--- src/rtl/core/fqrr_pkg.sv ---
package fqrr_pkg;

	// Fixed field widths of the channels
	localparam int unsigned NUM_LANES = 4;
	localparam int unsigned LANE_W    = 2;
	localparam int unsigned REQ_W     = 2;
	localparam int unsigned SEL_W     = 3;
	localparam int unsigned ID_W      = 16;
	localparam int unsigned STATUS_W  = 2;

	// Request codes
	localparam logic [REQ_W-1:0] REQ_SELECT = 2'd0;
	localparam logic [REQ_W-1:0] REQ_PUSH   = 2'd1;
	localparam logic [REQ_W-1:0] REQ_DRAIN  = 2'd2;

	// Result status codes
	localparam logic [STATUS_W-1:0] ST_ITEM  = 2'd0;
	localparam logic [STATUS_W-1:0] ST_DROP  = 2'd1;
	localparam logic [STATUS_W-1:0] ST_EMPTY = 2'd2;

	// Commands handed from the front to the back
	typedef enum logic [1:0] {
		CMD_PUSH,
		CMD_DROP,
		CMD_DRAIN,
		CMD_EMPTY
	} cmd_kind_t;

	typedef struct packed {
		cmd_kind_t         kind;
		logic [LANE_W-1:0] lane;
		logic [ID_W-1:0]   id;
	} cmd_t;

endpackage

--- src/rtl/core/fqrr_in_if.sv ---
interface fqrr_in_if;
	logic                         valid;
	logic                         ready;
	logic [fqrr_pkg::REQ_W-1:0]   req_type;
	logic [fqrr_pkg::SEL_W-1:0]   lane_sel;
	logic [fqrr_pkg::ID_W-1:0]    item_id;

	modport source (output valid, req_type, lane_sel, item_id, input ready);
	modport sink   (input valid, req_type, lane_sel, item_id, output ready);
endinterface

--- src/rtl/core/fqrr_out_if.sv ---
interface fqrr_out_if;
	logic                            valid;
	logic                            ready;
	logic [fqrr_pkg::ID_W-1:0]       out_id;
	logic [fqrr_pkg::SEL_W-1:0]      out_lane;
	logic [fqrr_pkg::STATUS_W-1:0]   status;
	logic                            last;

	modport source (output valid, out_id, out_lane, status, last, input ready);
	modport sink   (input valid, out_id, out_lane, status, last, output ready);
endinterface

--- src/rtl/core/fqrr_ram.sv ---
module fqrr_ram #(
	parameter int unsigned WIDTH = 16,
	parameter int unsigned DEPTH = 64
) (
	input  logic                     clk,
	input  logic                     wr_en,
	input  logic [$clog2(DEPTH)-1:0] wr_addr,
	input  logic [WIDTH-1:0]         wr_data,
	input  logic                     rd_en,
	input  logic [$clog2(DEPTH)-1:0] rd_addr,
	output logic [WIDTH-1:0]         rd_data
);

	logic [WIDTH-1:0] mem_q [DEPTH];
	logic [WIDTH-1:0] rd_data_q;

	// One write port, one registered read port; read data holds without rd_en
	always_ff @(posedge clk) begin
		if (wr_en) begin
			mem_q[wr_addr] <= wr_data;
		end
		if (rd_en) begin
			rd_data_q <= mem_q[rd_addr];
		end
	end

	assign rd_data = rd_data_q;

endmodule

--- src/rtl/core/fqrr_cmd_fifo.sv ---
module fqrr_cmd_fifo (
	input  logic            clk,
	input  logic            arst_n,
	input  logic            push_valid,
	output logic            push_ready,
	input  fqrr_pkg::cmd_t  push_data,
	output logic            pop_valid,
	input  logic            pop_ready,
	output fqrr_pkg::cmd_t  pop_data
);
	import fqrr_pkg::*;

	cmd_t       slot_q [2];
	logic       wr_ptr_q;
	logic       rd_ptr_q;
	logic [1:0] fill_q;
	logic       do_push;
	logic       do_pop;

	assign push_ready = (fill_q != 2'd2);
	assign pop_valid  = (fill_q != 2'd0);
	assign pop_data   = slot_q[rd_ptr_q];
	assign do_push    = push_valid && push_ready;
	assign do_pop     = pop_valid && pop_ready;

	// Pointers and fill level
	always_ff @(posedge clk or negedge arst_n) begin
		if (!arst_n) begin
			wr_ptr_q <= 1'b0;
			rd_ptr_q <= 1'b0;
			fill_q   <= 2'd0;
		end else begin
			if (do_push) begin
				wr_ptr_q <= !wr_ptr_q;
			end
			if (do_pop) begin
				rd_ptr_q <= !rd_ptr_q;
			end
			if (do_push && !do_pop) begin
				fill_q <= fill_q + 2'd1;
			end else if (do_pop && !do_push) begin
				fill_q <= fill_q - 2'd1;
			end
		end
	end

	// Entry storage
	always_ff @(posedge clk) begin
		if (do_push) begin
			slot_q[wr_ptr_q] <= push_data;
		end
	end

endmodule

--- src/rtl/core/fqrr_front.sv ---
module fqrr_front #(
	parameter int unsigned QUEUE_DEPTH = 16
) (
	input  logic            clk,
	input  logic            arst_n,
	fqrr_in_if.sink         req,
	output logic            cmd_valid,
	input  logic            cmd_ready,
	output fqrr_pkg::cmd_t  cmd
);
	import fqrr_pkg::*;

	localparam int unsigned CNT_W = $clog2(QUEUE_DEPTH + 1);

	logic [LANE_W-1:0] cur_lane_q;
	logic [CNT_W-1:0]  cnt_q [NUM_LANES];
	logic              accept;
	logic              lane_full;
	logic              all_empty;

	assign req.ready = cmd_ready;
	assign accept    = req.valid && req.ready;
	assign lane_full = (cnt_q[cur_lane_q] == CNT_W'(QUEUE_DEPTH));
	assign all_empty = (cnt_q[0] == '0) && (cnt_q[1] == '0) &&
		(cnt_q[2] == '0) && (cnt_q[3] == '0);

	// Classify the request into a command for the back end
	always_comb begin
		cmd_valid = 1'b0;
		cmd.kind  = CMD_PUSH;
		cmd.lane  = cur_lane_q;
		cmd.id    = req.item_id;
		if (req.valid) begin
			if (req.req_type == REQ_PUSH) begin
				cmd_valid = 1'b1;
				cmd.kind  = lane_full ? CMD_DROP : CMD_PUSH;
			end else if (req.req_type == REQ_DRAIN) begin
				cmd_valid = 1'b1;
				cmd.kind  = all_empty ? CMD_EMPTY : CMD_DRAIN;
			end
		end
	end

	// Current lane and shadow occupancy for full / empty decisions
	always_ff @(posedge clk or negedge arst_n) begin
		if (!arst_n) begin
			cur_lane_q <= '0;
			for (int i = 0; i < NUM_LANES; i++) begin
				cnt_q[i] <= '0;
			end
		end else if (accept) begin
			if (req.req_type == REQ_SELECT) begin
				if (req.lane_sel >= SEL_W'(1) && req.lane_sel <= SEL_W'(NUM_LANES)) begin
					cur_lane_q <= LANE_W'(req.lane_sel - SEL_W'(1));
				end
			end else if (req.req_type == REQ_PUSH) begin
				if (!lane_full) begin
					cnt_q[cur_lane_q] <= cnt_q[cur_lane_q] + CNT_W'(1);
				end
			end else if (req.req_type == REQ_DRAIN) begin
				for (int i = 0; i < NUM_LANES; i++) begin
					cnt_q[i] <= '0;
				end
			end
		end
	end

endmodule

--- src/rtl/core/fqrr_back.sv ---
module fqrr_back #(
	parameter int unsigned QUEUE_DEPTH = 16,
	parameter int unsigned ID_BITS     = 16
) (
	input  logic            clk,
	input  logic            arst_n,
	input  logic            cmd_valid,
	output logic            cmd_ready,
	input  fqrr_pkg::cmd_t  cmd,
	fqrr_out_if.source      rsp
);
	import fqrr_pkg::*;

	localparam int unsigned STORE_W = (ID_BITS < ID_W) ? ID_BITS : ID_W;
	localparam int unsigned SLOT_W  = (QUEUE_DEPTH > 1) ? $clog2(QUEUE_DEPTH) : 1;
	localparam int unsigned CNT_W   = $clog2(QUEUE_DEPTH + 1);
	localparam int unsigned TOT_W   = $clog2(NUM_LANES * QUEUE_DEPTH + 1);
	localparam int unsigned ADDR_W  = LANE_W + SLOT_W;
	localparam int unsigned SUM_W   = CNT_W + 1;

	// Lanes 1, 3, 2, 4 as zero-based indices
	localparam logic [LANE_W-1:0] VISIT [NUM_LANES] = '{2'd0, 2'd2, 2'd1, 2'd3};

	logic [SLOT_W-1:0] head_q [NUM_LANES];
	logic [CNT_W-1:0]  cnt_q  [NUM_LANES];
	logic [TOT_W-1:0]  total_q;
	logic [LANE_W-1:0] vpos_q;

	logic                out_valid_q;
	logic                out_ram_q;
	logic [ID_W-1:0]     out_id_q;
	logic [SEL_W-1:0]    out_lane_q;
	logic [STATUS_W-1:0] out_status_q;
	logic                out_last_q;

	logic                advance;
	logic                load_out;
	logic [LANE_W-1:0]   pick_lane;
	logic [LANE_W-1:0]   pick_pos;
	logic [SUM_W-1:0]    tail_sum;
	logic [SLOT_W-1:0]   tail_slot;
	logic                ram_wr;
	logic                ram_rd;
	logic [STORE_W-1:0]  ram_rd_data;
	logic                drain_last;

	assign advance = !out_valid_q || rsp.ready;

	// First non-empty lane in visiting order, starting where the round left off
	always_comb begin
		logic             found;
		logic [LANE_W-1:0] pos;
		found     = 1'b0;
		pick_pos  = vpos_q;
		pick_lane = VISIT[vpos_q];
		for (int i = 0; i < NUM_LANES; i++) begin
			pos = vpos_q + LANE_W'(i);
			if (!found && cnt_q[VISIT[pos]] != '0) begin
				found     = 1'b1;
				pick_pos  = pos;
				pick_lane = VISIT[pos];
			end
		end
	end

	// Write slot of a push: (head + count) mod depth
	assign tail_sum  = SUM_W'(head_q[cmd.lane]) + SUM_W'(cnt_q[cmd.lane]);
	assign tail_slot = (tail_sum >= SUM_W'(QUEUE_DEPTH)) ?
		SLOT_W'(tail_sum - SUM_W'(QUEUE_DEPTH)) : SLOT_W'(tail_sum);

	assign drain_last = (total_q == TOT_W'(1));

	// Command execution
	always_comb begin
		cmd_ready = 1'b0;
		ram_wr    = 1'b0;
		ram_rd    = 1'b0;
		load_out  = 1'b0;
		if (cmd_valid) begin
			unique case (cmd.kind)
				CMD_PUSH: begin
					ram_wr    = 1'b1;
					cmd_ready = 1'b1;
				end
				CMD_DROP, CMD_EMPTY: begin
					load_out  = advance;
					cmd_ready = advance;
				end
				CMD_DRAIN: begin
					ram_rd    = advance;
					load_out  = advance;
					cmd_ready = advance && drain_last;
				end
				default: begin
					cmd_ready = 1'b1;
				end
			endcase
		end
	end

	fqrr_ram #(
		.WIDTH (STORE_W),
		.DEPTH (2 ** ADDR_W)
	) u_store (
		.clk     (clk),
		.wr_en   (ram_wr),
		.wr_addr ({cmd.lane, tail_slot}),
		.wr_data (cmd.id[STORE_W-1:0]),
		.rd_en   (ram_rd),
		.rd_addr ({pick_lane, head_q[pick_lane]}),
		.rd_data (ram_rd_data)
	);

	// Lane pointers, round position and output valid
	always_ff @(posedge clk or negedge arst_n) begin
		if (!arst_n) begin
			for (int i = 0; i < NUM_LANES; i++) begin
				head_q[i] <= '0;
				cnt_q[i]  <= '0;
			end
			total_q     <= '0;
			vpos_q      <= '0;
			out_valid_q <= 1'b0;
		end else begin
			if (load_out) begin
				out_valid_q <= 1'b1;
			end else if (rsp.ready) begin
				out_valid_q <= 1'b0;
			end
			if (ram_wr) begin
				cnt_q[cmd.lane] <= cnt_q[cmd.lane] + CNT_W'(1);
				total_q         <= total_q + TOT_W'(1);
			end
			if (ram_rd) begin
				cnt_q[pick_lane]  <= cnt_q[pick_lane] - CNT_W'(1);
				head_q[pick_lane] <= (head_q[pick_lane] == SLOT_W'(QUEUE_DEPTH - 1)) ?
					'0 : head_q[pick_lane] + SLOT_W'(1);
				total_q <= total_q - TOT_W'(1);
				vpos_q  <= drain_last ? '0 : pick_pos + LANE_W'(1);
			end
		end
	end

	// Result payload
	always_ff @(posedge clk) begin
		if (load_out) begin
			out_ram_q <= (cmd.kind == CMD_DRAIN);
			unique case (cmd.kind)
				CMD_DROP: begin
					out_id_q     <= ID_W'(cmd.id[STORE_W-1:0]);
					out_lane_q   <= SEL_W'(cmd.lane) + SEL_W'(1);
					out_status_q <= ST_DROP;
					out_last_q   <= 1'b1;
				end
				CMD_DRAIN: begin
					out_id_q     <= '0;
					out_lane_q   <= SEL_W'(pick_lane) + SEL_W'(1);
					out_status_q <= ST_ITEM;
					out_last_q   <= drain_last;
				end
				default: begin
					out_id_q     <= '0;
					out_lane_q   <= '0;
					out_status_q <= ST_EMPTY;
					out_last_q   <= 1'b1;
				end
			endcase
		end
	end

	assign rsp.valid    = out_valid_q;
	assign rsp.out_id   = out_ram_q ? ID_W'(ram_rd_data) : out_id_q;
	assign rsp.out_lane = out_lane_q;
	assign rsp.status   = out_status_q;
	assign rsp.last     = out_last_q;

	// Running total tracks the lane counts
	a_total_matches: assert property (@(posedge clk) disable iff (!arst_n)
		total_q == TOT_W'(cnt_q[0]) + TOT_W'(cnt_q[1]) + TOT_W'(cnt_q[2]) + TOT_W'(cnt_q[3]))
		else $error("total out of step with lane counts");

	// Pushes wait while a drain reads
	a_no_wr_during_rd: assert property (@(posedge clk) disable iff (!arst_n)
		!(ram_wr && ram_rd))
		else $error("store written and read in the same cycle");

	// Final drain read leaves every lane empty and restarts the round
	a_last_empties: assert property (@(posedge clk) disable iff (!arst_n)
		(ram_rd && drain_last) |=> (total_q == '0 && vpos_q == '0))
		else $error("drain ended with lanes still occupied");

	// No lane over capacity
	a_cnt_bound: assert property (@(posedge clk) disable iff (!arst_n)
		cnt_q[0] <= CNT_W'(QUEUE_DEPTH) && cnt_q[1] <= CNT_W'(QUEUE_DEPTH) &&
		cnt_q[2] <= CNT_W'(QUEUE_DEPTH) && cnt_q[3] <= CNT_W'(QUEUE_DEPTH))
		else $error("lane count above queue depth");

endmodule

--- src/rtl/core/four_queue_round_robin_drain_core.sv ---
// Four FIFO lanes (1 to 4) of QUEUE_DEPTH identifiers each, kept to ID_BITS bits.
// (16 at most). A select transaction sets the current lane, a push appends to it
// (a push to a full lane returns one status-1 result), and a drain empties all
// lanes in rounds visiting lanes 1, 3, 2, 4, one result per stored identifier with
// last on the final one, or a single status-2 result when every lane is empty. The
// front end takes one request per cycle while the queue has room and hands commands
// through a two-entry queue to the back end; selects stay in the front end, pushes
// go straight into the store, and a drain holds the back end until its last
// identifier is read, one store read each, while the front keeps accepting until
// the queue fills. Results leave through one output register; while a result waits
// to be taken, the back end holds any command that produces a result (pushes still
// go through) and the front keeps accepting until the queue fills.
module four_queue_round_robin_drain_core #(
	parameter int unsigned QUEUE_DEPTH = 16,
	parameter int unsigned ID_BITS     = 16
) (
	input  logic        clk,
	input  logic        arst_n,
	fqrr_in_if.sink     req,
	fqrr_out_if.source  rsp
);
	import fqrr_pkg::*;

	logic cmd_in_valid;
	logic cmd_in_ready;
	cmd_t cmd_in;
	logic cmd_out_valid;
	logic cmd_out_ready;
	cmd_t cmd_out;

	fqrr_front #(
		.QUEUE_DEPTH (QUEUE_DEPTH)
	) u_front (
		.clk       (clk),
		.arst_n    (arst_n),
		.req       (req),
		.cmd_valid (cmd_in_valid),
		.cmd_ready (cmd_in_ready),
		.cmd       (cmd_in)
	);

	fqrr_cmd_fifo u_cmd_fifo (
		.clk        (clk),
		.arst_n     (arst_n),
		.push_valid (cmd_in_valid),
		.push_ready (cmd_in_ready),
		.push_data  (cmd_in),
		.pop_valid  (cmd_out_valid),
		.pop_ready  (cmd_out_ready),
		.pop_data   (cmd_out)
	);

	fqrr_back #(
		.QUEUE_DEPTH (QUEUE_DEPTH),
		.ID_BITS     (ID_BITS)
	) u_back (
		.clk       (clk),
		.arst_n    (arst_n),
		.cmd_valid (cmd_out_valid),
		.cmd_ready (cmd_out_ready),
		.cmd       (cmd_out),
		.rsp       (rsp)
	);

endmodule
--- src/flat_wrapper.sv ---
// flat-port wrapper written by rule: the top's interface ports become plain ports
module four_queue_round_robin_drain_core_flat import fqrr_pkg::*;
#(
	parameter int unsigned QUEUE_DEPTH = 16,
	parameter int unsigned ID_BITS     = 16
)
  (clk, arst_n, req_valid, req_req_type, req_lane_sel, req_item_id, req_ready, rsp_valid, rsp_out_id, rsp_out_lane, rsp_status, rsp_last, rsp_ready);
  fqrr_in_if req_i ();
  fqrr_out_if rsp_i ();
  input  logic clk;
  input  logic arst_n;
  input wire logic [$bits(req_i.valid)-1:0] req_valid;
  input wire logic [$bits(req_i.req_type)-1:0] req_req_type;
  input wire logic [$bits(req_i.lane_sel)-1:0] req_lane_sel;
  input wire logic [$bits(req_i.item_id)-1:0] req_item_id;
  output wire logic [$bits(req_i.ready)-1:0] req_ready;
  output wire logic [$bits(rsp_i.valid)-1:0] rsp_valid;
  output wire logic [$bits(rsp_i.out_id)-1:0] rsp_out_id;
  output wire logic [$bits(rsp_i.out_lane)-1:0] rsp_out_lane;
  output wire logic [$bits(rsp_i.status)-1:0] rsp_status;
  output wire logic [$bits(rsp_i.last)-1:0] rsp_last;
  input wire logic [$bits(rsp_i.ready)-1:0] rsp_ready;
  assign req_i.valid = req_valid;
  assign req_i.req_type = req_req_type;
  assign req_i.lane_sel = req_lane_sel;
  assign req_i.item_id = req_item_id;
  assign req_ready = req_i.ready;
  assign rsp_valid = rsp_i.valid;
  assign rsp_out_id = rsp_i.out_id;
  assign rsp_out_lane = rsp_i.out_lane;
  assign rsp_status = rsp_i.status;
  assign rsp_last = rsp_i.last;
  assign rsp_i.ready = rsp_ready;
  four_queue_round_robin_drain_core #(.QUEUE_DEPTH(QUEUE_DEPTH), .ID_BITS(ID_BITS)) u_core (.clk(clk), .arst_n(arst_n), .req(req_i), .rsp(rsp_i));
endmodule
--- config.mk ---
export PLATFORM = sky130hd
export DESIGN_NAME = four_queue_round_robin_drain_core_flat
export DESIGN_NICKNAME = d
export VERILOG_FILES = /design/src/rtl/core/fqrr_pkg.sv /design/src/rtl/core/fqrr_in_if.sv /design/src/rtl/core/fqrr_out_if.sv /design/src/rtl/core/fqrr_ram.sv /design/src/rtl/core/fqrr_cmd_fifo.sv /design/src/rtl/core/fqrr_front.sv /design/src/rtl/core/fqrr_back.sv /design/src/rtl/core/four_queue_round_robin_drain_core.sv /design/src/flat_wrapper.sv
export SDC_FILE = /design/constraint.sdc
export NUM_CORES = 1
export LEC_CHECK = 0
export ABC_AREA = 1
export BUFFER_PORTS_ARGS = -buffer_cell sky130_fd_sc_hd__buf_2
export CAP_MARGIN = 20
export CELL_PAD_IN_SITES_DETAIL_PLACEMENT = 2
export CELL_PAD_IN_SITES_GLOBAL_PLACEMENT = 2
export CORE_ASPECT_RATIO = 0.8
export CORE_UTILIZATION = 43
export DETAILED_ROUTE_END_ITERATION = 8
export GPL_TIMING_DRIVEN = 0
export PLACE_DENSITY = 0.75
export SLEW_MARGIN = 20
export SYNTH_ARGS = -nofsm -noshare
export SYNTH_HDL_FRONTEND = slang
export SYNTH_SLANG_ARGS = --single-unit
--- constraint.sdc ---
create_clock -name clk -period 5.5 [get_ports clk]
set_input_delay 0.275 -clock clk [delete_from_list [all_inputs] [get_ports clk]]
set_output_delay 0.275 -clock clk [all_outputs]
set_load 0.05 [all_outputs]
Word-level counts from Yosys, hierarchy flattened:

Memories as Yosys holds them, arrays and structs flattened. A register that Yosys moved wholly into a read port is not among the register bits.
Cells that the tools add are included.

* bits in read-only memories: 0
* logic and storage cells: 223
* memories kept: 2
* input bits: 25
* output and inout port bits: 24
* bits in writable memories: 1064
* bits in latches: 0
* bits in registers: 95

* add/sub/neg operators: 17
* reduce and logical (&&, ||, !) cells: 44
* shift operators: 0
* multipliers: 0
* multiplexer cells: 97
* div/mod/pow operators: 0
* $lt $le $gt $ge: 17
* equality and inequality tests: 10
* bitwise operators: 12

Memory list
* u_core.u_back.u_store.mem_q: words 64, width 16, read ports 1, clocked after memory_dff 1, wr ports 1, RTL line fqrr_ram.sv:14 `logic [WIDTH-1:0] mem_q [DEPTH];`
* u_core.u_cmd_fifo.slot_q: words 2, width 20, read ports 1, clocked after memory_dff 0, wr ports 1, RTL line fqrr_cmd_fifo.sv:13 `cmd_t slot_q [2];`

Operator list (number)
* two-way mux 20 bit: 5
* two-way mux 5 bit: 17
* binary-select mux 5 bit (select 2 bit): 7
* bitwise mux 20 bit: 3
* two-way mux 2 bit: 20
* >= comparator 3 bit, second input constant: 11
* NOT 2 -> 3 bit: 11
* demux 5 bit (select 2 bit): 3
* two-way mux 4 bit: 7
* two-way mux 1 bit: 21
* zero test 5 bit: 4
* nonzero test 5 bit: 4
* binary-select mux 2 bit (select 2 bit): 4
* binary-select mux 4 bit (select 2 bit): 2
* bitwise mux 16 bit: 1
* logical AND 1 bit: 16
* two-way mux 16 bit: 1
* two-way mux 7 bit: 2
* adder 5 x 1 -> 5 bit, second input constant: 2
* nonzero test 2 bit: 5
* less-than comparator 3 x 1 -> 1 bit, second input constant: 3
* demux 4 bit (select 2 bit): 1
* zero test 1 bit: 8
* adder 7 x 1 -> 7 bit, second input constant: 1
* 28 further kinds: 38

Depth between registers and ports, before layout:

Gate-level depths: netlist of run 1.

* word-level depth: 26
* gate-level depth with buffers: 29
* mapped depth without buffers: 26

Cells and area by module:

A second synthesis of run 1 with hierarchy kept.

* cell total of the unflattened synthesis: 4490
* area total of the unflattened synthesis: 50412.1 µm²

By module, submodules not included
* fqrr_ram: times used 1, sequential area each 31230.0 µm², cells each 3517, area an instance 42259.3 µm²
* fqrr_back: times used 1, sequential area each 1841.8 µm², cells each 610, area an instance 4757.1 µm²
* fqrr_cmd_fifo: times used 1, sequential area each 1301.2 µm², cells each 133, area an instance 1712.9 µm²
* fqrr_front: times used 1, sequential area each 550.5 µm², cells each 230, area an instance 1682.9 µm²

Least setup slack after synthesis of run 1:

Ideal clock, no wire load.

* path type: reg-to-reg
* start point: register u_core.u_cmd_fifo.rd_ptr_q
* end point: memory u_core.u_back.u_store.mem_q[32][0], enable pin
* arrival: 3.637 ns
* period minus slack after synthesis: 4.026 ns
* buffers on the path: 1
* slack: 1.474 ns
* cell stages (with the launch flop): 15
* setup time: 0.388 ns
* data required time: 5.112 ns
* cell sequence: dfrtp_1 -> clkbuf_1 -> o21ai_0 -> nor2_1 -> inv_1 -> o22ai_1 -> a221oi_1 -> ha_1 -> a21oi_1 -> o21ai_0 -> xor2_1 -> or2_2 -> nand2_1 -> nand2_1 -> nor2_1

* word-level cells in the longest chain between the ends: 8
* elaborated cells on any way between the ends: 17
* those cells by class: add/sub (2); order compare (1); mux (11); bitwise (1); reduce/logical (1); memory (1)

Ends and longest elaborated chain
* from (decl): RTL line fqrr_cmd_fifo.sv:15 `logic rd_ptr_q;`
* from (signal assigned): RTL line fqrr_cmd_fifo.sv:37 `rd_ptr_q <= !rd_ptr_q;`
* memory (2 x 20 bit) (*)
* NOT 2 -> 3 bit (not written as such): RTL line fqrr_back.sv:67 `assign tail_sum = SUM_W'(head_q[cmd.lane]) + SUM_W'(cnt_q[cmd.lane]);`
* binary-select mux 4 bit (select 2 bit) / binary-select mux 5 bit (select 2 bit) (equally long branches): RTL line fqrr_back.sv:67
* two-way mux 4 bit (not written as such) / two-way mux 5 bit (equally long branches) (2 in series): RTL line fqrr_back.sv:67
* adder 4 x 5 -> 6 bit: RTL line fqrr_back.sv:67
* >= comparator 6 x 5 -> 1 bit / subtractor 4 x 1 -> 4 bit (equally long branches): RTL line fqrr_back.sv:68, fqrr_back.sv:69
* two-way mux 4 bit: RTL line fqrr_back.sv:68 `assign tail_slot = (tail_sum >= SUM_W'(QUEUE_DEPTH)) ?`
* to (decl): RTL line fqrr_ram.sv:14

Every way passes the cells marked *; elsewhere a longest branch is shown, timed or not. The select of a mux whose other input is x is not followed.

Worst setup path in the final report of run 1:

* start point: register u_core.u_back.cnt_q[18] (netlist name)
* end point: register u_core.u_back.u_store.rd_data_q[3] (netlist: u_core.u_back.u_store.rd_data[3]) (read register of u_core.u_back.u_store.mem_q), data pin

* word-level cells in the longest chain between the ends: 18
* elaborated cells on any way between the ends: 32
* those cells by class: mux (21); bitwise (1); reduce/logical (10)

Ends and longest elaborated chain
* from (decl): RTL line fqrr_back.sv:25 `logic [CNT_W-1:0] cnt_q [NUM_LANES];`
* from (signal, indexed assignment): RTL line fqrr_back.sv:131 `cnt_q[cmd.lane] <= cnt_q[cmd.lane] + CNT_W'(1);`
* from (signal, indexed assignment): RTL line fqrr_back.sv:135 `cnt_q[pick_lane] <= cnt_q[pick_lane] - CNT_W'(1);`
* binary-select mux 5 bit (select 2 bit): RTL line fqrr_back.sv:58 `if (!found && cnt_q[VISIT[pos]] != '0) begin`
* two-way mux 5 bit (not written as such) (2 in series): RTL line fqrr_back.sv:58
* nonzero test 5 bit: RTL line fqrr_back.sv:58
* two-way mux 1 bit: RTL line fqrr_back.sv:58
* zero test 1 bit: RTL line fqrr_back.sv:58
* logical AND 1 bit: RTL line fqrr_back.sv:58
* two-way mux 1 bit: RTL line fqrr_back.sv:58
* zero test 1 bit: RTL line fqrr_back.sv:58
* logical AND 1 bit: RTL line fqrr_back.sv:58
* two-way mux 1 bit: RTL line fqrr_back.sv:58
* zero test 1 bit: RTL line fqrr_back.sv:58
* logical AND 1 bit: RTL line fqrr_back.sv:58
* two-way mux 2 bit (*): RTL line fqrr_back.sv:58
* NOT 2 -> 3 bit (not written as such): RTL line fqrr_back.sv:110 `.rd_addr ({pick_lane, head_q[pick_lane]}),`
* binary-select mux 4 bit (select 2 bit): RTL line fqrr_back.sv:110
* two-way mux 4 bit (not written as such) (2 in series): RTL line fqrr_back.sv:110
* to (decl): RTL line fqrr_ram.sv:15 `logic [WIDTH-1:0] rd_data_q;`

Marks and branches as above.
A chain may end at the register's enable or synchronous reset.

==> results of run 1 <==
state kept, by name, summed over array words and instances, names as in the netlist, 3 cells and up:
signal and count:
u_core.u_back.rsp.out_lane 3, u_core.u_back.out_id_q 16, u_core.u_front.cnt_q 20, u_core.u_back.cnt_q 20, u_core.u_back.total_q 7, u_core.u_back.head_q 16, u_core.u_back.u_store.rd_data 16, u_core.u_back.u_store.mem_q 1024
u_core.u_cmd_fifo.slot_q 40
layer usage:
| metal | routed length (um) | global-route usage | vias up |
|---|---|---|---|
| met4 | 10800 | 0.172 | 2 |
| met1 | 85000 | 0.483 | 20100 |
| met5 | 13 | 0 | - |
| met2 | 97500 | 0.570 | 1911 |
| li1 | - | - | 15800 |
| met3 | 17400 | 0.0603 | 503 |
synth_stat cells, types with 4 or more instances:
library cell | n | area [um2]
clkbuf_1 | 66 | 248
o21ai_1 | 6 | 30.0
dfrtp_1 | 72 | 1800
a21o_1 | 48 | 360
nand3_1 | 603 | 3020
nand2_2 | 7 | 43.8
nand2_1 | 1592 | 5980
o211ai_1 | 7 | 52.6
xor2_1 | 15 | 131
buf_2 | 116 | 581
mux2_2 | 16 | 180
buf_1 | 9 | 33.8
inv_1 | 112 | 420
ha_1 | 26 | 325
o22ai_1 | 36 | 225
a21oi_1 | 173 | 866
a22oi_1 | 6 | 45.0
or2_2 | 6 | 37.5
buf_4 | 23 | 173
a221oi_1 | 4 | 35.0
edfxtp_1 | 1103 | 33100
nor3_1 | 6 | 30.0
o21ai_0 | 63 | 315
nor2_1 | 219 | 822
o21a_1 | 4 | 30.0
buf_6 | 15 | 169
xnor2_1 | 8 | 70.1
nand4_1 | 7 | 43.8
final cells by class:
class	count	area, um2
fill	11200	55700
sequential	1175	34900
multi-input combinational	2876	13500
clock buffer	150	3130
timing repair buffer	167	1910
tap	1512	1890
buffer	231	1250
clock inverter	69	505
inverter	118	445
antenna	4	10.0
through the flow:
step | cells | instance area [um2]
floorplan | 4401 | 49500
global placement | 5961 | 51600
detailed placement | 6039 | 53200
CTS | 6292 | 57300
global route | 6298 | 57600
finish | 6302 | 57600
worst max-delay path: stages, from the launching register on:
cell and delay [ns]:
dfrtp_1 0.44, inv_1 0.20, nand2_1 0.09, nor2_1 0.10, nand2_1 0.10, nand3_1 0.15, inv_1 0.07, nor2_1 0.14
nand3_1 0.10, nand3_2 0.32, nand2_4 0.17, nand2_1 0.12, nand3_1 0.49, nand2_1 0.25, buf_4 0.24, buf_2 0.56
buf_2 0.45, nand2_1 0.11, nand3_1 0.12, nand3_1 0.16, nand3_1 0.29, nand3_1 0.28, nand2_1 0.17, nand2_1 0.09
nand2_1 0.19
cells in the final DEF (no fill, tap or decap), types with 7 or more instances in the layout:
cell,count
nand2_1,1562
edfxtp_1,1103
nand3_1,603
a21oi_1,173
buf_2,163
nor2_1,150
clkbuf_16,119
inv_1,112
clkbuf_1,88
dfrtp_1,72
o21ai_0,62
nor2_4,54
buf_6,49
a21o_1,48
o22ai_1,36
buf_4,36
clkinv_1,35
buf_8,27
ha_1,26
dlygate4sd3_1,22
nand2_2,21
clkinv_2,20
nand2_4,19
nor2_2,17
buf_12,17
mux2_2,16
xor2_1,15
buf_16,10
buf_1,9
xnor2_1,8
nand4_1,7
o211ai_1,7
worst min path at each step:
stage               slack [ns]                              endpoint                            startpoint
global placement          0.46  u_core.u_back.total_q[6]$_DFFE_PN0P_  u_core.u_back.total_q[6]$_DFFE_PN0P_
finish                    0.05  u_core.u_front.cnt_q[18]$_DFFE_PN0P_                                arst_n
CTS                       0.03     u_core.u_back.cnt_q[17]$_DFF_PN0_                                arst_n
floorplan                -0.02      u_core.u_back.cnt_q[0]$_DFF_PN0_                                arst_n
global route               0.1     u_core.u_back.cnt_q[17]$_DFF_PN0_                                arst_n
detailed placement        0.29  u_core.u_front.cnt_q[16]$_DFFE_PN0P_                                arst_n
cell families (layout without fill, tap and decap cells):
family                   after synthesis  after routing  synth area share
adder cells (fa/ha/maj)               27             27           0.00698
AO/OA/AOI/OAI                        357            357            0.0412
other                                  0              4                 0
XOR/XNOR                              23             23           0.00407
flip-flops                          1175           1175             0.706
AND/OR/NAND/NOR                     2453           2453             0.204
buffers and inverters                350            735            0.0343
multiplexers                          16             16           0.00364
timing repair:
| item | in CTS | in global routing |
|---|---|---|
| gates resized for setup | 30 | 38 |
| buffers inserted | 12 | 6 |
| hold buffers | 22 | 0 |
| pin swaps | 7 | 3 |
| hold endpoints to repair | 111 | 0 |
| setup endpoints to repair | 1024 | 770 |
==> impl_results.md, run 1 <==
* Mapped Cells at 4401
* Ys flop type: edfxtp_1
* Die area at 116000 um2
* Fin nets at 4740
* Final hold violations at 0
* Max Cap Viol at 0
* Crit path max fanout at 10
* Worst path arrival time at 6.21 ns
* Status: complete, but fails checks
* FF-to-FF Start: u_core.u_back.cnt_q[18]$_DFF_PN0_
* Drt total wl at 211 mm
* Hold WC Path Type: input port to asynchronous set/reset pin
* Final Cycle Share at 1.02
* Drt initial violations at 4590
* H-Tree Depth at 3
* Initial Utilization at 0.437
* Reg2reg end: u_core.u_back.u_store.rd_data[3]$_DFFE_PP_
* Post-layout util at 0.508
* Max-slew headroom at 0.199
* Seq cells post-synth at 1175
* Worst-Margin Slew at 1.20 ns
* Grt ovf at 0
* Dpl ws at -0.977 ns
* Worst Hold Slack at 0.0530 ns
* Synthesized net count at 4453
* Buffers on Ports at 48
* Seq/Total Area, Yosys at 0.706
* Clock period minus worst slack at 5.62 ns
* FP Rows at 110
* Skew final at 0.0223 ns
* DIE HEIGHT at 305 um
* Fin Setup TNS at -0.213 ns
* Setup Viol. Count Final at 2
* Via count at 38400
* I/O pin count at 49
* Total core area at 113000 um2
* Syn_area_per_cell at 11.2 um2
* Post-synth EDFFs at 1103
* Synth warn at 0
* Gpl congestion at 0.954
* TritonCTS clock tree: built
* Drt first pass iters at 5
* Critical Path End Type: register
* Die X at 381 um
* First-pass GRT wire length at 298 mm
* Max-slew violations at 0
* Total GRT Usage at 0.360
* TritonCTS Buffers at 119
* Vias/cell at 6.09
* Flop-to-flop setup slack at -0.12 ns
* CP startpoint kind: register
* Clk slew on worst S/H paths at 0.07 ns
* # clock sinks at 1175
* Type of the worst setup path: register to register
* Largest net degree at the start of global routing at 53
* Clk_lat worst skew at 0.78 ns
* Vias in the first global route at 40700
* Share of flip-flops with an asynchronous set or reset at 0.0613
* Drt drc at 0
* Clock Path Buffers at 3
* CTS root buf: clkbuf_16
* Synthesized area at 49500 um2
* Per-cell routed wire length at 33.4 um
* Final worst setup slack at -0.115 ns
* Antenna Nets Post-Route at 0
* Required time worst endpoint at 6.10 ns
* Worst r2r path cells at 24
* Synth cell types at 46
* CP endpoint: u_core.u_back.u_store.rd_data[3]$_DFFE_PP_
* Worst Setup SP: u_core.u_back.cnt_q[18]$_DFF_PN0_
* Layout cell share with drive strength beyond 1 at 0.128
* Failing checks: setup timing
* Fmax at 178 MHz
* Initial antenna violation count at 14
* Area delta synth->final at 16.3%
* Post-DP HPWL at 142 mm
Power of run 1 is not shown: default switching activity piles up to over one toggle a cycle in this logic, so the estimate is an artifact.
==> inputs of run 2 (changes only) <==
REMOVE_ABC_BUFFERS = 1   (was unset)
==> run 2 against run 1 <==
  * The flow still finishes with violations (setup timing)
  * Clock skew up 0.015 ns
  * Via count is 1.1% lower
  * Final cell count decreased by 1.7%
  * Worst setup slack gained 0.063 ns
  * Maximum frequency is 1.1% higher
  * Design area up 1.9%
  * Critical path type unchanged
  * Critical endpoint is now u_core.u_back.u_store.mem_q[7][13]$_DFFE_PP_
==> impl_results.md, run 2 (synthesis results as in run 1) <==
* Critical Path End Type: register
* Grt ovf at 0
* Max-slew headroom at 0.295
* M3 GR Usage at 0.0536
* H-Tree Depth at 4
* Fillers at 10900
* TritonCTS clock tree: built
* Worst-Margin Slew at 1.06 ns
* Largest net degree at the start of global routing at 101
* Reg2reg end: u_core.u_back.u_store.mem_q[7][13]$_DFFE_PP_
* Flop-to-flop setup slack at -0.05 ns
* Commonest non-fill, non-tap cell in the layout: nand2_1
* Buffers on Ports at 48
* Worst path arrival time at 6.02 ns
* Vias in the first global route at 40100
* Drt drc at 0
* Antenna Nets Post-Route at 0
* Vias/cell at 6.13
* Top Registers: u_core.u_back.u_store.mem_q x1024, u_core.u_cmd_fifo.slot_q x40
* Clk slew on worst S/H paths at 0.07 ns
* Final hold violations at 0
* Status: complete, but fails checks
* Initial Utilization at 0.437
* Dpl ws at -1.82 ns
* Drt total wl at 205 mm
* Total GRT Usage at 0.330
* # clock sinks at 1175
* Drt first pass iters at 6
* DP Area at 52800 um2
* Top reg by flops: u_core.u_back.u_store.mem_q
* Die area at 116000 um2
* Sequential cell area at 34900 um2
* I/O pin count at 49
* Post-layout util at 0.518
* Met2 Track Usage GR at 0.552
* Fin nets at 4637
* Area delta synth->final at 18.5%
* Hold WC Path Type: input port to asynchronous set/reset pin
* Most frequent cells in the layout: nand2_1 (1553), edfxtp_1 (1103), nand3_1 (599), a21oi_1 (173), nor2_1 (147)
* First-pass GRT wire length at 279 mm
* Total core area at 113000 um2
* Antenna diode instance count at 0
* Crit path max fanout at 22
* Max Cap Viol at 0
* Required time worst endpoint at 5.96 ns
* Initial antenna violation count at 4
* Per-cell routed wire length at 33.1 um
* Gpl congestion at 0.812
* Die X at 381 um
* Max reg flops at 1024
* Worst r2r path cells at 17
* CP startpoint kind: register
* FF-to-FF Start: u_core.u_cmd_fifo.rd_ptr_q$_DFFE_PN0P_
* Failing checks: setup timing
* Fmax at 180 MHz
* Max-slew violations at 0
* Type of the worst setup path: register to register
* Layout cell share with drive strength beyond 1 at 0.127
* Final Cycle Share at 1.01
* Clk_lat worst skew at 0.79 ns
* Clock period minus worst slack at 5.55 ns
* Setup Viol. Count Final at 61
* DIE HEIGHT at 305 um
* Final worst setup slack at -0.0529 ns
* TritonCTS Buffers at 130
* Most Crowded Layer GR: met2
* FP Rows at 110
* CTS root buf: clkbuf_16
* Skew final at 0.0371 ns
* Multi-input logic area at 13800 um2
* Fin Setup TNS at -1.18 ns
* Via count at 38000
* Final instance area at 58700 um2
* Met1 global-route usage at 0.429
* Post-DP HPWL at 112 mm
* Clock Path Buffers at 3
* Drt initial violations at 4655
==> run 2: cell count changes in the layout (fill, tap and decap cells not counted), moves of 8 or more <==
cell and change:
buf_1 -9, buf_12 +25, buf_16 +22, buf_2 -116, buf_4 +31, buf_6 -9, buf_8 -8, clkbuf_1 -52
clkbuf_16 +18, nand2_1 -9, nand2_4 +19, nor2_4 +9
==> run 2: timing repair <==
action                                  4_1_cts  5_1_grt
gates resized for setup                     102       15
gates cloned                                  5       10
endpoints found under the setup margin     1056      989
endpoints found under the hold margin       110        0
setup buffers                                52       36
hold buffers                                 23        0
pin swaps                                    33       15
==> run 2: how the worst max path moves through the flow <==
| stage | start | to | slack, ns |
|---|---|---|---|
| floorplan | u_core.u_back.vpos_q[1]$_DFFE_PN0P_ | u_core.u_back.head_q[0]$_DFFE_PN0P_ | -7.21 |
| global placement | u_core.u_back.vpos_q[1]$_DFFE_PN0P_ | u_core.u_back.u_store.rd_data[10]$_DFFE_PP_ | -22.46 |
| detailed placement | u_core.u_cmd_fifo.rd_ptr_q$_DFFE_PN0P_ | u_core.u_back.u_store.mem_q[34][12]$_DFFE_PP_ | -1.82 |
| CTS | u_core.u_cmd_fifo.rd_ptr_q$_DFFE_PN0P_ | u_core.u_back.u_store.mem_q[21][1]$_DFFE_PP_ | -0.005 |
| global route | u_core.u_cmd_fifo.rd_ptr_q$_DFFE_PN0P_ | u_core.u_back.u_store.mem_q[42][3]$_DFFE_PP_ | -0.11 |
| finish | u_core.u_cmd_fifo.rd_ptr_q$_DFFE_PN0P_ | u_core.u_back.u_store.mem_q[7][13]$_DFFE_PP_ | -0.05 |
==> run 2: layout make-up <==
cell class / instances / area share
clock buffers: 173 / 0.0598
clock inverters: 54 / 0.00663
inverters: 118 / 0.00868
multi-input cells: 2883 / 0.235
flip-flops and latches: 1175 / 0.596
well taps: 1512 / 0.0323
repair buffers: 276 / 0.0615
repair inverters: 1 / 0.0000853
==> run 2: critical path: stages, from the launching register on <==
cell and delay (ns):
dfrtp_4 0.63, clkinvlp_4 0.23, or2_2 0.31, nand2_1 0.23
inv_1 0.18, nor2_4 0.42, inv_1 0.30, o22ai_1 0.21
a221oi_2 0.10, ha_1 0.37, a21oi_1 0.17, o21ai_0 0.13
xor2_1 0.20, or2_2 0.32, nand2_2 0.30, nand2_2 0.38
nor2_2 0.46, buf_6 0.26
==> run 2: per-layer routing <==
layer / vias up / share of wire
li1: 15600 / -
met5: - / 0
met3: 465 / 0.073
met2: 1921 / 0.49
met1: 20000 / 0.40
met4: 0 / 0.042
==> run 2: per-stage QoR <==
step | hold WS [ns] | cells
after global placement | 0.463 | 5729
after global routing | 0.0943 | 6192
after floorplan | -0.0206 | 4169
after CTS | 0.0338 | 6146
after detailed placement | 0.227 | 5839
final | 0.0770 | 6192
Power of run 2 is left out for the same reason.
